--- config.mk ---
export PLATFORM = sky130hd
export DESIGN_NAME = packet_buffer_start_time_unit
export DESIGN_NICKNAME = d
export VERILOG_FILES = /design/src/rtl/pbst_pkg.sv /design/src/rtl/packet_buffer_start_time_unit.sv /design/src/rtl/pbst_ram.sv /design/src/rtl/pbst_alu.sv
export VERILOG_INCLUDE_DIRS = /design/src /design/src/rtl
export SDC_FILE = /design/constraint.sdc
export NUM_CORES = 2
export LEC_CHECK = 0
export BUFFER_PORTS_ARGS = -buffer_cell sky130_fd_sc_hd__buf_2
export CORE_ASPECT_RATIO = 0.5
export CORE_MARGIN = 8
export CORE_UTILIZATION = 55
export CTS_BUF_LIST = sky130_fd_sc_hd__clkbuf_2
export DETAILED_ROUTE_END_ITERATION = 10
export PLACE_DENSITY = 0.74
export RECOVER_POWER = 100
export SYNTH_ARGS = -nofsm -noshare
export SYNTH_HDL_FRONTEND = slang
export SYNTH_SLANG_ARGS = --single-unit
--- constraint.sdc ---
create_clock -name aclk -period 19.9 [get_ports aclk]
set_input_delay 0 -clock aclk [delete_from_list [all_inputs] [get_ports aclk]]
set_output_delay 0 -clock aclk [all_outputs]
set_load 0.05 [all_outputs]
--- src/rtl/packet_buffer_start_time_unit_macros.svh ---
// Assertion macros shared by the packet buffer start time RTL.
`ifndef PACKET_BUFFER_START_TIME_UNIT_MACROS_SVH
`define PACKET_BUFFER_START_TIME_UNIT_MACROS_SVH
`ifndef SYNTHESIS
// Same-cycle implication, clocked on aclk, off during reset.
`define PBST_ASSERT(label, ante, cons) \
    label: assert property (@(posedge aclk) disable iff (!aresetn) (ante) |-> (cons)) \
        else $error("pbst assertion failed");
// Next-cycle implication, clocked on aclk, off during reset.
`define PBST_ASSERT_NXT(label, ante, cons) \
    label: assert property (@(posedge aclk) disable iff (!aresetn) (ante) |=> (cons)) \
        else $error("pbst assertion failed");
`else
`define PBST_ASSERT(label, ante, cons)
`define PBST_ASSERT_NXT(label, ante, cons)
`endif
`endif

--- src/rtl/pbst_pkg.sv ---
// Package: sizes, register reset value and shared arithmetic unit op codes.
package pbst_pkg;

    localparam int BUF_DEPTH = 64;
    localparam int ADDR_W    = (BUF_DEPTH > 1) ? $clog2(BUF_DEPTH) : 1;
    localparam int CNT_W     = $clog2(BUF_DEPTH + 1);
    localparam int TIME_W    = 32;
    localparam int DUR_W     = 16;
    localparam int CFG_W     = 7;

    localparam logic [CFG_W-1:0] CFG_RESET = 7'd64;

    // shared unit operations
    localparam logic ALU_OP_LE  = 1'b0;  // flag = a <= b, result = a
    localparam logic ALU_OP_ADD = 1'b1;  // result = a + b, saturating

    typedef logic [TIME_W-1:0] time_t;

endpackage

--- src/rtl/packet_buffer_start_time_unit.sv ---
// Flow: IDLE accepts a request, CHECK retires finished head entries, MAXS picks
// the start, ADD pushes the finish time and RESULT hands the result over; a drop
// goes from CHECK to RESULT. One request at a time; one shared compare/add unit, one RAM read per retire.
// The result register lets the next request in while a result waits.
// Reset (aresetn low, synchronous): queue empty, last finish 0, buffer_size 64;
// the finish time RAM is not cleared and needs no clearing pass.
`include "packet_buffer_start_time_unit_macros.svh"
module packet_buffer_start_time_unit
    import pbst_pkg::*;
(
    input  logic              aclk,
    input  logic              aresetn,
    // configuration write
    input  logic              cfg_valid,
    output logic              cfg_ready,
    input  logic [CFG_W-1:0]  cfg_data,
    // packet request
    input  logic              s_valid,
    output logic              s_ready,
    input  logic [31:0]       s_arrival_time,
    input  logic [DUR_W-1:0]  s_duration,
    // result
    output logic              m_valid,
    input  logic              m_ready,
    output logic              m_dropped,
    output logic [31:0]       m_start_time
);

    // sequencer states
    localparam logic [2:0] ST_IDLE   = 3'd0;  // waiting for a request
    localparam logic [2:0] ST_CHECK  = 3'd1;  // retire head while finish <= arrival
    localparam logic [2:0] ST_MAXS   = 3'd2;  // start = max(arrival, last finish)
    localparam logic [2:0] ST_ADD    = 3'd3;  // finish = start + duration, push
    localparam logic [2:0] ST_RESULT = 3'd4;  // hand result to output register

    logic [2:0]        state_reg, state_next;
    logic [CFG_W-1:0]  size_reg;
    logic [ADDR_W-1:0] head_reg, head_next;
    logic [CNT_W-1:0]  count_reg, count_next;
    time_t             last_reg, last_next;
    time_t             arr_reg, arr_next;
    logic [DUR_W-1:0]  dur_reg, dur_next;
    time_t             start_reg, start_next;
    logic              drop_reg, drop_next;
    logic              m_valid_reg, m_valid_next;
    logic              m_dropped_reg, m_dropped_next;
    time_t             m_start_reg, m_start_next;

    logic [CNT_W-1:0]  cap;
    logic [CNT_W:0]    tail_sum;
    logic [ADDR_W-1:0] tail;
    logic              ram_we;
    time_t             ram_rdata;

    logic              alu_op;
    time_t             alu_a, alu_b, alu_result;
    logic              alu_le;

    assign cfg_ready    = 1'b1;
    assign s_ready      = (state_reg == ST_IDLE);
    assign m_valid      = m_valid_reg;
    assign m_dropped    = m_dropped_reg;
    assign m_start_time = m_start_reg;

    // capacity saturates at the physical depth
    assign cap = (32'(size_reg) > BUF_DEPTH) ? CNT_W'(BUF_DEPTH) : CNT_W'(size_reg);

    // tail = (head + count) mod depth
    assign tail_sum = (CNT_W + 1)'(head_reg) + (CNT_W + 1)'(count_reg);
    assign tail = (32'(tail_sum) >= BUF_DEPTH) ?
                  ADDR_W'(tail_sum - (CNT_W + 1)'(BUF_DEPTH)) : ADDR_W'(tail_sum);

    assign ram_we = (state_reg == ST_ADD);

    // Read address follows next head, so in CHECK the read data is the head entry.
    // A push is written in ADD, before the read for the next CHECK, so data is fresh.
    pbst_ram #(
        .WIDTH (TIME_W),
        .DEPTH (BUF_DEPTH)
    ) u_fifo_ram (
        .aclk  (aclk),
        .we    (ram_we),
        .waddr (tail),
        .wdata (alu_result),
        .raddr (head_next),
        .rdata (ram_rdata)
    );

    // operand select for the shared unit
    always_comb begin
        case (state_reg)
            ST_CHECK: begin
                alu_op = ALU_OP_LE;
                alu_a  = ram_rdata;
                alu_b  = arr_reg;
            end
            ST_MAXS: begin
                alu_op = ALU_OP_LE;
                alu_a  = arr_reg;
                alu_b  = last_reg;
            end
            ST_ADD: begin
                alu_op = ALU_OP_ADD;
                alu_a  = start_reg;
                alu_b  = TIME_W'(dur_reg);
            end
            default: begin
                alu_op = ALU_OP_LE;
                alu_a  = arr_reg;
                alu_b  = last_reg;
            end
        endcase
    end

    pbst_alu u_alu (
        .op      (alu_op),
        .a       (alu_a),
        .b       (alu_b),
        .result  (alu_result),
        .le_flag (alu_le)
    );

    always_comb begin
        state_next     = state_reg;
        head_next      = head_reg;
        count_next     = count_reg;
        last_next      = last_reg;
        arr_next       = arr_reg;
        dur_next       = dur_reg;
        start_next     = start_reg;
        drop_next      = drop_reg;
        m_valid_next   = m_valid_reg;
        m_dropped_next = m_dropped_reg;
        m_start_next   = m_start_reg;

        if (m_valid_reg && m_ready) begin
            m_valid_next = 1'b0;
        end

        case (state_reg)
            ST_IDLE: begin
                if (s_valid) begin
                    arr_next   = s_arrival_time;
                    dur_next   = s_duration;
                    state_next = ST_CHECK;
                end
            end
            ST_CHECK: begin
                if ((count_reg != '0) && alu_le) begin
                    // retire the head entry
                    head_next  = (32'(head_reg) == BUF_DEPTH - 1) ?
                                 '0 : head_reg + ADDR_W'(1);
                    count_next = count_reg - CNT_W'(1);
                end else if (count_reg >= cap) begin
                    drop_next  = 1'b1;
                    start_next = '0;
                    state_next = ST_RESULT;
                end else begin
                    drop_next  = 1'b0;
                    state_next = ST_MAXS;
                end
            end
            ST_MAXS: begin
                start_next = alu_le ? last_reg : arr_reg;
                state_next = ST_ADD;
            end
            ST_ADD: begin
                count_next = count_reg + CNT_W'(1);
                last_next  = alu_result;
                state_next = ST_RESULT;
            end
            ST_RESULT: begin
                if (!m_valid_reg || m_ready) begin
                    m_valid_next   = 1'b1;
                    m_dropped_next = drop_reg;
                    m_start_next   = start_reg;
                    state_next     = ST_IDLE;
                end
            end
            default: begin
                state_next = ST_IDLE;
            end
        endcase
    end

    // control state
    always_ff @(posedge aclk) begin
        if (!aresetn) begin
            state_reg   <= ST_IDLE;
            size_reg    <= CFG_RESET;
            head_reg    <= '0;
            count_reg   <= '0;
            last_reg    <= '0;
            m_valid_reg <= 1'b0;
        end else begin
            state_reg   <= state_next;
            head_reg    <= head_next;
            count_reg   <= count_next;
            last_reg    <= last_next;
            m_valid_reg <= m_valid_next;
            if (cfg_valid && cfg_ready) begin
                size_reg <= cfg_data;
            end
        end
    end

    // payload
    always_ff @(posedge aclk) begin
        arr_reg       <= arr_next;
        dur_reg       <= dur_next;
        start_reg     <= start_next;
        drop_reg      <= drop_next;
        m_dropped_reg <= m_dropped_next;
        m_start_reg   <= m_start_next;
    end

    `PBST_ASSERT(a_count_bound, 1'b1, 32'(count_reg) <= BUF_DEPTH)
    `PBST_ASSERT_NXT(a_count_quiet, (state_reg == ST_IDLE) || (state_reg == ST_MAXS) || (state_reg == ST_RESULT), $stable(count_reg))
    `PBST_ASSERT(a_start_late, (state_reg == ST_RESULT) && !drop_reg, start_reg >= arr_reg)
    `PBST_ASSERT(a_drop_full, (state_reg == ST_RESULT) && drop_reg, count_reg >= cap)
    `PBST_ASSERT(a_push_room, state_reg == ST_ADD, count_reg < cap)

endmodule

--- src/rtl/pbst_ram.sv ---
// Generic single write port, single read port RAM with registered read data.
module pbst_ram #(
    parameter int WIDTH = 32,
    parameter int DEPTH = 64
) (
    input  logic                                       aclk,
    input  logic                                       we,
    input  logic [((DEPTH > 1) ? $clog2(DEPTH) : 1)-1:0] waddr,
    input  logic [WIDTH-1:0]                           wdata,
    input  logic [((DEPTH > 1) ? $clog2(DEPTH) : 1)-1:0] raddr,
    output logic [WIDTH-1:0]                           rdata
);

    logic [WIDTH-1:0] mem [DEPTH];

    always_ff @(posedge aclk) begin
        if (we) begin
            mem[waddr] <= wdata;
        end
        rdata <= mem[raddr];
    end

endmodule

--- src/rtl/pbst_alu.sv ---
// Shared time unit: one 32-bit compare or one saturating add per cycle.
module pbst_alu
    import pbst_pkg::*;
(
    input  logic  op,
    input  time_t a,
    input  time_t b,
    output time_t result,
    output logic  le_flag
);

    logic [TIME_W:0] sum;

    always_comb begin
        sum     = {1'b0, a} + {1'b0, b};
        le_flag = (a <= b);
        case (op)
            ALU_OP_LE:  result = a;
            ALU_OP_ADD: result = sum[TIME_W] ? '1 : sum[TIME_W-1:0];
            default:    result = a;
        endcase
    end

endmodule

-- After elaboration in Yosys (flattened, before gate mapping)
Memory sizes are Yosys's and may differ from the RTL's. A register that Yosys moved wholly into a read port is not among the register bits.
Index checks and enable logic that the tools add are counted.
- div/mod/pow operators: 0
- shift-type cells: 0
- add/subtract/negate cells: 6
- reduce and logical (&&, ||, !) cells: 14
- bitwise logic cells: 2
- multiply operators: 0
- $lt $le $gt $ge: 4
- muxes and demuxes: 26
- equal/unequal tests: 10
- operators by type and width (cell ; count):
    case mux 32 bit (2 select lines) ; 4
    two-way mux 32 bit ; 4
    adder 32 x 32 -> 33 bit ; 1
    less-or-equal comparator 32 bit ; 1
    two-way mux 6 bit ; 4
    case mux 3 bit (5 select lines) ; 1
    two-way mux 7 bit ; 2
    case mux 7 bit (2 select lines) ; 1
    two-way mux 3 bit ; 4
    inequality test 2 bit, second input constant ; 5
    adder 6 x 7 -> 8 bit ; 1
    >= comparator 8 x 7 -> 1 bit, second input constant ; 1
    AND reduction 2 bit ; 4
    adder 7 x 1 -> 7 bit, second input constant ; 1
    >= comparator 7 bit ; 1
    > comparator 7 bit, second input constant ; 1
    nonzero test 7 bit ; 1
    subtractor 7 x 1 -> 7 bit, second input constant ; 1
    adder 6 x 1 -> 6 bit, second input constant ; 1
    equality test 3 x 2 -> 1 bit, second input constant ; 2
    equality test 6 bit, second input constant ; 1
    two-way mux 1 bit ; 6
    AND reduction 3 bit ; 2
    subtractor 6 x 1 -> 6 bit, second input constant ; 1
    other kinds (8) ; 11
- flip-flop bits (word level): 170
- memory bits (writable): 2048
- word-level logic and storage cells: 75
- memory bits (read-only): 0
- memories: 1
- output and inout port bits: 36
- input port bits: 60
- bits in latches: 0
- memory list (name ; words ; bits a word ; read ports ; clocked after memory_dff ; wr ports ; RTL line ; text):
    u_fifo_ram.mem ; 64 ; 32 ; 1 ; 1 ; 1 ; pbst_ram.sv:14 ; logic [WIDTH-1:0] mem [DEPTH];

-- Logic depth before layout (Yosys ltp)
- depth in word-level cells: 6
- gate-level depth with buffers: 24
- gate-level depth less buffers: 16

-- Cells and area by module
Synthesis repeated with hierarchy kept, for this count alone.
- cell total of the unflattened synthesis: 4474
- area total of the unflattened synthesis: 89243.1 µm²
- by module, submodules not included (module ; sequential area each (µm²) ; times used ; area each (µm²) ; cells each):
    pbst_ram ; 62139.6 ; 1 ; 78515.3 ; 3324
    packet_buffer_start_time_unit ; 4544.4 ; 1 ; 7793.7 ; 704
    pbst_alu ; 0.0 ; 1 ; 2934.1 ; 446

-- Least setup slack after synthesis
OpenSTA, ideal clock, no wires.
- kind: register to register
- start point: register state_reg[1]
- end point: memory u_fifo_ram.mem[0][13] (data pin)
- library setup time: 702 ps
- period minus slack after synthesis: 7624 ps
- cell stages (with the launch flop): 19
- buffers on the path: 4
- arrival time: 6923 ps
- path slack: 12276 ps
- data required time: 19198 ps
- cell sequence: dfxtp_1 > clkbuf_1 > clkbuf_1 > buf_1 > mux2i_1 > o21ai_0 > ha_1 > fa_1 > a21o_1 > a21oi_1 > o21ai_1 > a21oi_1 > o31a_1 > o21ai_1 > a41oi_1 > o41ai_2 > clkbuf_1 > nor3_1 > o21ai_0
- longest elaborated chain between the ends: 5
- elaborated cells on any way between the ends: 9
- classes of those cells: add/sub (1); eq/ne (2); mux (5); bitwise (1)
- ends and longest elaborated chain (what ; RTL line ; text):
    start, declared ; packet_buffer_start_time_unit.sv:36 ; logic [2:0] state_reg, state_next;
    start signal, assigned ; packet_buffer_start_time_unit.sv:196 ; state_reg <= state_next;
    equality test 3 x 2 -> 1 bit or equality test 3 x 1 -> 1 bit (tied branches) ; packet_buffer_start_time_unit.sv:91 ; case (state_reg)
    case mux 32 bit (2 select lines) ; packet_buffer_start_time_unit.sv:91 ;
    adder 32 x 32 -> 33 bit ; pbst_alu.sv:15 ; sum = {1'b0, a} + {1'b0, b};
    two-way mux 32 bit ; pbst_alu.sv:19 ; ALU_OP_ADD: result = sum[TIME_W] ? '1 : sum[TIME_W-1:0];
    case mux 32 bit (2 select lines) * ; pbst_alu.sv:17 ; case (op)
    net alu_result[13] ; packet_buffer_start_time_unit.sv:56 ; time_t alu_a, alu_b, alu_result;
    end, declared ; pbst_ram.sv:14 ;
Mark *: on every way through the listed nets, which the timed path passes. The rest lies on a longest branch.

-- Worst setup path after layout
- start point: register state_reg[1]
- end point: register u_fifo_ram.rdata[26], read port of u_fifo_ram.mem
- longest elaborated chain between the ends: 6
- elaborated cells on any way between the ends: 8
- classes of those cells: order compare (1); eq/ne (2); mux (4); reduce/logical (1)
- ends and longest elaborated chain (what ; RTL line ; text):
    equality test 3 x 2 -> 1 bit or equality test 3 x 1 -> 1 bit (tied branches) ; packet_buffer_start_time_unit.sv:91, packet_buffer_start_time_unit.sv:140 ;
    case mux 32 bit (2 select lines) ; packet_buffer_start_time_unit.sv:91 ;
    less-or-equal comparator 32 bit ; pbst_alu.sv:16 ; le_flag = (a <= b);
    logical AND 1 bit ; packet_buffer_start_time_unit.sv:149 ; if ((count_reg != '0) && alu_le) begin
    two-way mux 6 bit ; packet_buffer_start_time_unit.sv:149 ;
    two-way mux 6 bit * ; packet_buffer_start_time_unit.sv:140 ; case (state_reg)
    end, declared ; pbst_ram.sv:11 ; output logic [WIDTH-1:0] rdata
Every way passes the cells marked *; elsewhere a longest branch is shown, timed or not.
A chain may end at the register's enable or synchronous reset.

==> results.py <==
metrics = {
    "clock_network": {
        "cts_resized": 0,
        "ctsRootBufferMaster": "clkbuf_2",
        "cts_tree": "yes",
        "post_cts_buffers": 0,
        "clkTransAtPathRegs_ns": 0.13,
        "clockBufferDepth": 4,
        "cts_sinks": 2250,
        "h-tree-depth": 5,
        "clk_latency_ns": 1.95,
        "cts_buffers": 484,
    },
    "pwr": {
        "max-vdd-ir-drop_v": 0.00006114,
        "p_leak_uw": 0.03332,
        "internal-power_uw": 7257,
        "finalPower_uw": 10230,
        "power_frac_comb_pct": 17.4,
        "seq_power_share_pct": 55.2,
        "netSwitchingFraction_pct": 29.09,
        "power_density_mw_per_mm2": 103.6,
        "power.net_switching_uw": 2977,
        "p_clk_share_pct": 27.4,
    },
    "route": {
        "drc": 0,
        "routed_via_density": 6.505,
        "first_pass_iters": 6,
        "wire_per_inst_um": 31.72,
        "drt_wl_total_um": 243100,
        "vias": 49850,
        "ant_nets": 0,
        "drt_iter0_drc": 7807,
    },
    "timing": {
        "fin_crit_ns": 14.10,
        "setup_viol": 0,
        "rsz0062_at_grt": "false",
        "drv_slew": 4271,
        "worst_pin_slew_ns": 3.876,
        "finalCritPeriodShare_pct": 70.87,
        "layout_setup_ws_ns": 5.796,
        "timing.fmax_mhz": 70.90,
        "fin_setup_tns_ns": 0,
        "fin_worst_skew_ns": 0.2240,
        "slew_headroom_pct": -158.4,
        "hold_viol": 0,
    },
    "job": {
        "drv_cap": 120,
    },
    "floorplan": {
        "die-area_sq_mm": 0.1751,
        "dieHeight_um": 299.9,
        "rows": 104,
        "core_area_sq_mm": 0.1604,
        "start_util_pct": 55.25,
        "die_w_um": 583.8,
        "io_pins": 96,
    },
    "layout": {
        "largest_register": "u_fifo_ram.mem",
        "largest_reg_flops": 2048,
        "final_nets": 5260,
        "syn_to_final_growth_pct": 11.46,
        "finalNonFillerCells": 7663,
        "nFillCells": 11170,
        "drive_gt1_share_pct": 27.54,
        "final_area_sq_mm": 0.09880,
    },
    "grt": {
        "grt_pass1_vias": 49940,
        "antenna_found_initial": 17,
        "grt_max_degree": 140,
        "overflow": 0,
        "grt_pass1_wl_um": 346600,
        "track_usage_pct": 27.46,
    },
    "placement": {
        "post-place-ws_ns": 10.15,
        "dpl.cell_count": 6563,
        "port_buffers": 94,
        "dp_hpwl_um": 132000,
        "globalplace.congestion": 0.9101,
        "placed_cell_area_sq_mm": 0.09288,
    },
    "logic_synthesis": {
        "ys_ff_latch": 2250,
        "ys_seq_area_share_pct": 75.22,
        "synthArstFlopShare_pct": 0,
        "synth_cell_types": 74,
        "synth-main-ff-cell": "edfxtp_1",
        "synthCells": 4374,
        "synth-edff-count": 2162,
        "synth_nets": 4519,
        "avgSynthCellArea_sq_um": 20.27,
        "yosys_warnings": 0,
        "syn_area_sq_mm": 0.08865,
    },
    "min_path": {
        "hold_path_class": "in2reg",
        "hp-start": "cfg_valid",
        "min_to": "size_reg[6]",
        "hold_depth": 6,
    },
    "critical_path": {
        "ff2ff_setup_slack_ns": 5.80,
        "cp_max_fo": 89,
        "cp-end-kind": "flop",
        "ff2ff_path_depth": 17,
        "r2r_end": "u_fifo_ram.rdata[26]",
        "startpoint_type": "flop",
        "worstPathArrival_ns": 15.78,
        "slowest_delay_ns": 2.29,
        "crit_path_cell_trace": "clkbuf_1 > inv_1 > clkbuf_1 > a21oi_1 > a21oi_1 > ha_1 > nor4b_1 > nand4_1 > nor3_1 > o2111a_1 > mux2i_1 > buf_12 > buf_4 > mux4_2 > a22o_1 > a221oi_1 > o221ai_1",
        "crit_type": "reg2reg",
        "cp_slowest_cell": "clkbuf_1",
        "worst_ep_required_time_ns": 21.57,
        "r2r-start": "state_reg[1]",
    },
    "run_status": {
        "violations": "max-capacitance violations, max-slew violations",
        "outcome": "finished, violations left",
    },
}
synth_stat cells (29+ instances only):
| library cell | n | area (sq um) |
|---|---|---|
| o21ai_0 | 113 | 565.5 |
| clkbuf_1 | 142 | 533.0 |
| ha_1 | 82 | 1026 |
| mux2i_1 | 90 | 900.9 |
| a221oi_1 | 62 | 543.0 |
| inv_1 | 54 | 202.7 |
| edfxtp_1 | 2162 | 64920 |
| mux4_2 | 512 | 11530 |
| nand2_1 | 190 | 713.2 |
| a21oi_1 | 62 | 310.3 |
| xnor2_1 | 33 | 289.0 |
| o221ai_1 | 34 | 297.8 |
| a22oi_1 | 161 | 1209 |
| dfxtp_1 | 88 | 1762 |
| buf_2 | 43 | 215.2 |
| a21o_1 | 29 | 217.7 |
| a22o_1 | 64 | 560.5 |
| buf_1 | 31 | 116.4 |
| nor2_1 | 153 | 574.3 |
worst max-delay path, delay by kind of cell (launching register included):
kind / cells / cell delay [ns]
and+or+nand+nor: 3 / 1.32
AOI/OAI and AO/OA: 6 / 3.13
muxes: 2 / 2.11
adders and majority gates: 1 / 0.37
DFF: 1 / 1.46
buffers and inverters: 5 / 5.40
logic make-up (layout without fill, tap and decap cells):
logic type,count (synthesis),in the layout,synth area share [%]
flip-flops,2250,2250,75.22
AO/OA/AOI/OAI,621,621,5.121
multiplexers,603,603,14.05
AND/OR/NAND/NOR,464,464,2.360
buffers and inverters,305,1406,1.572
adder cells (fa/ha/maj),85,85,1.225
XOR/XNOR,45,45,0.4446
other,1,16,0.004230
per-stage QoR:
stage          hold slack [ns]  utilization [%]
3_5_place_dp            0.1781            57.89
6_report                0.2608            61.58
5_1_grt                 0.1721            61.57
3_3_place_gp            0.1773            57.85
4_1_cts                0.01281            62.03
2_1_floorplan          0.09887                -
final cells by class:
class | count | area [sq um] | share of cell area [%]
clock buffers | 745 | 3729 | 3.774
multi-input cells | 1819 | 21120 | 21.38
repair buffers | 504 | 3765 | 3.810
flip-flops and latches | 2250 | 66680 | 67.49
clock inverters | 101 | 536.8 | 0.5433
diodes | 15 | 37.54 | 0.03799
well taps | 2173 | 2719 | 2.752
inverters | 56 | 210.2 | 0.2127
worst max path at each step:
stage            startpoint               endpoint  slack (ns)  cells past startpoint
2_1_floorplan  state_reg[1]  u_fifo_ram.mem[0][13]       12.28                     18
3_3_place_gp   state_reg[1]   u_fifo_ram.rdata[19]        9.43                     18
3_5_place_dp   state_reg[1]    u_fifo_ram.rdata[9]       10.15                     19
4_1_cts        state_reg[1]    u_fifo_ram.rdata[9]       10.15                     19
5_1_grt        state_reg[1]   u_fifo_ram.rdata[26]        4.94                     17
6_report       state_reg[1]   u_fifo_ram.rdata[26]        5.80                     17
placed cells by master, fill, tap and decap left out, types with 10 or more instances in the layout:
cell,netlist,layout
o21ai_0,113,107
a221oi_1,62,52
mux2i_1,90,90
dlygate4sd3_1,0,235
a22oi_1,161,160
clkbuf_1,142,148
clkbuf_2,0,745
a22o_1,64,64
diode_2,0,15
o221a_2,10,10
inv_1,54,54
ha_1,82,82
a21oi_1,62,60
edfxtp_1,2162,2162
mux4_2,512,512
buf_2,43,53
clkinv_2,0,12
nor2_4,0,42
clkinv_1,0,75
nor2_1,153,110
xor2_1,12,12
nor3_1,26,26
xnor2_1,33,33
dfxtp_1,88,88
a21o_1,29,29
buf_4,14,61
nand3_1,12,12
a221oi_2,3,13
nor2b_1,26,26
o21bai_1,11,11
o211a_1,10,10
nand2_1,190,186
o221ai_1,34,34
repair_timing:
item                                   CTS  global route
hold buffers                           236             0
endpoints found under the hold margin  185             0
setup endpoints to repair                0             0
routing by layer:
metal / vias up / track usage (%) / wire length [um]
met1: 25480 / 38.25 / 89570
li1: 19970 / - / -
met3: 519 / 9.953 / 37480
met2: 3874 / 40.35 / 108200
met4: 6 / 9.754 / 7838
met5: - / 0 / 38
power by group through the flow:
stage | logic [uW] | registers [uW] | clock network, uW
6_report | 1780 | 5650 | 2800
5_1_grt | 1890 | 5660 | 3060
4_1_cts | 1760 | 5590 | 2820
3_5_place_dp | 1720 | 5700 | 0
3_3_place_gp | 1670 | 5700 | 0
2_1_floorplan | 1150 | 5690 | 0
(Power assumes the default switching activity.)
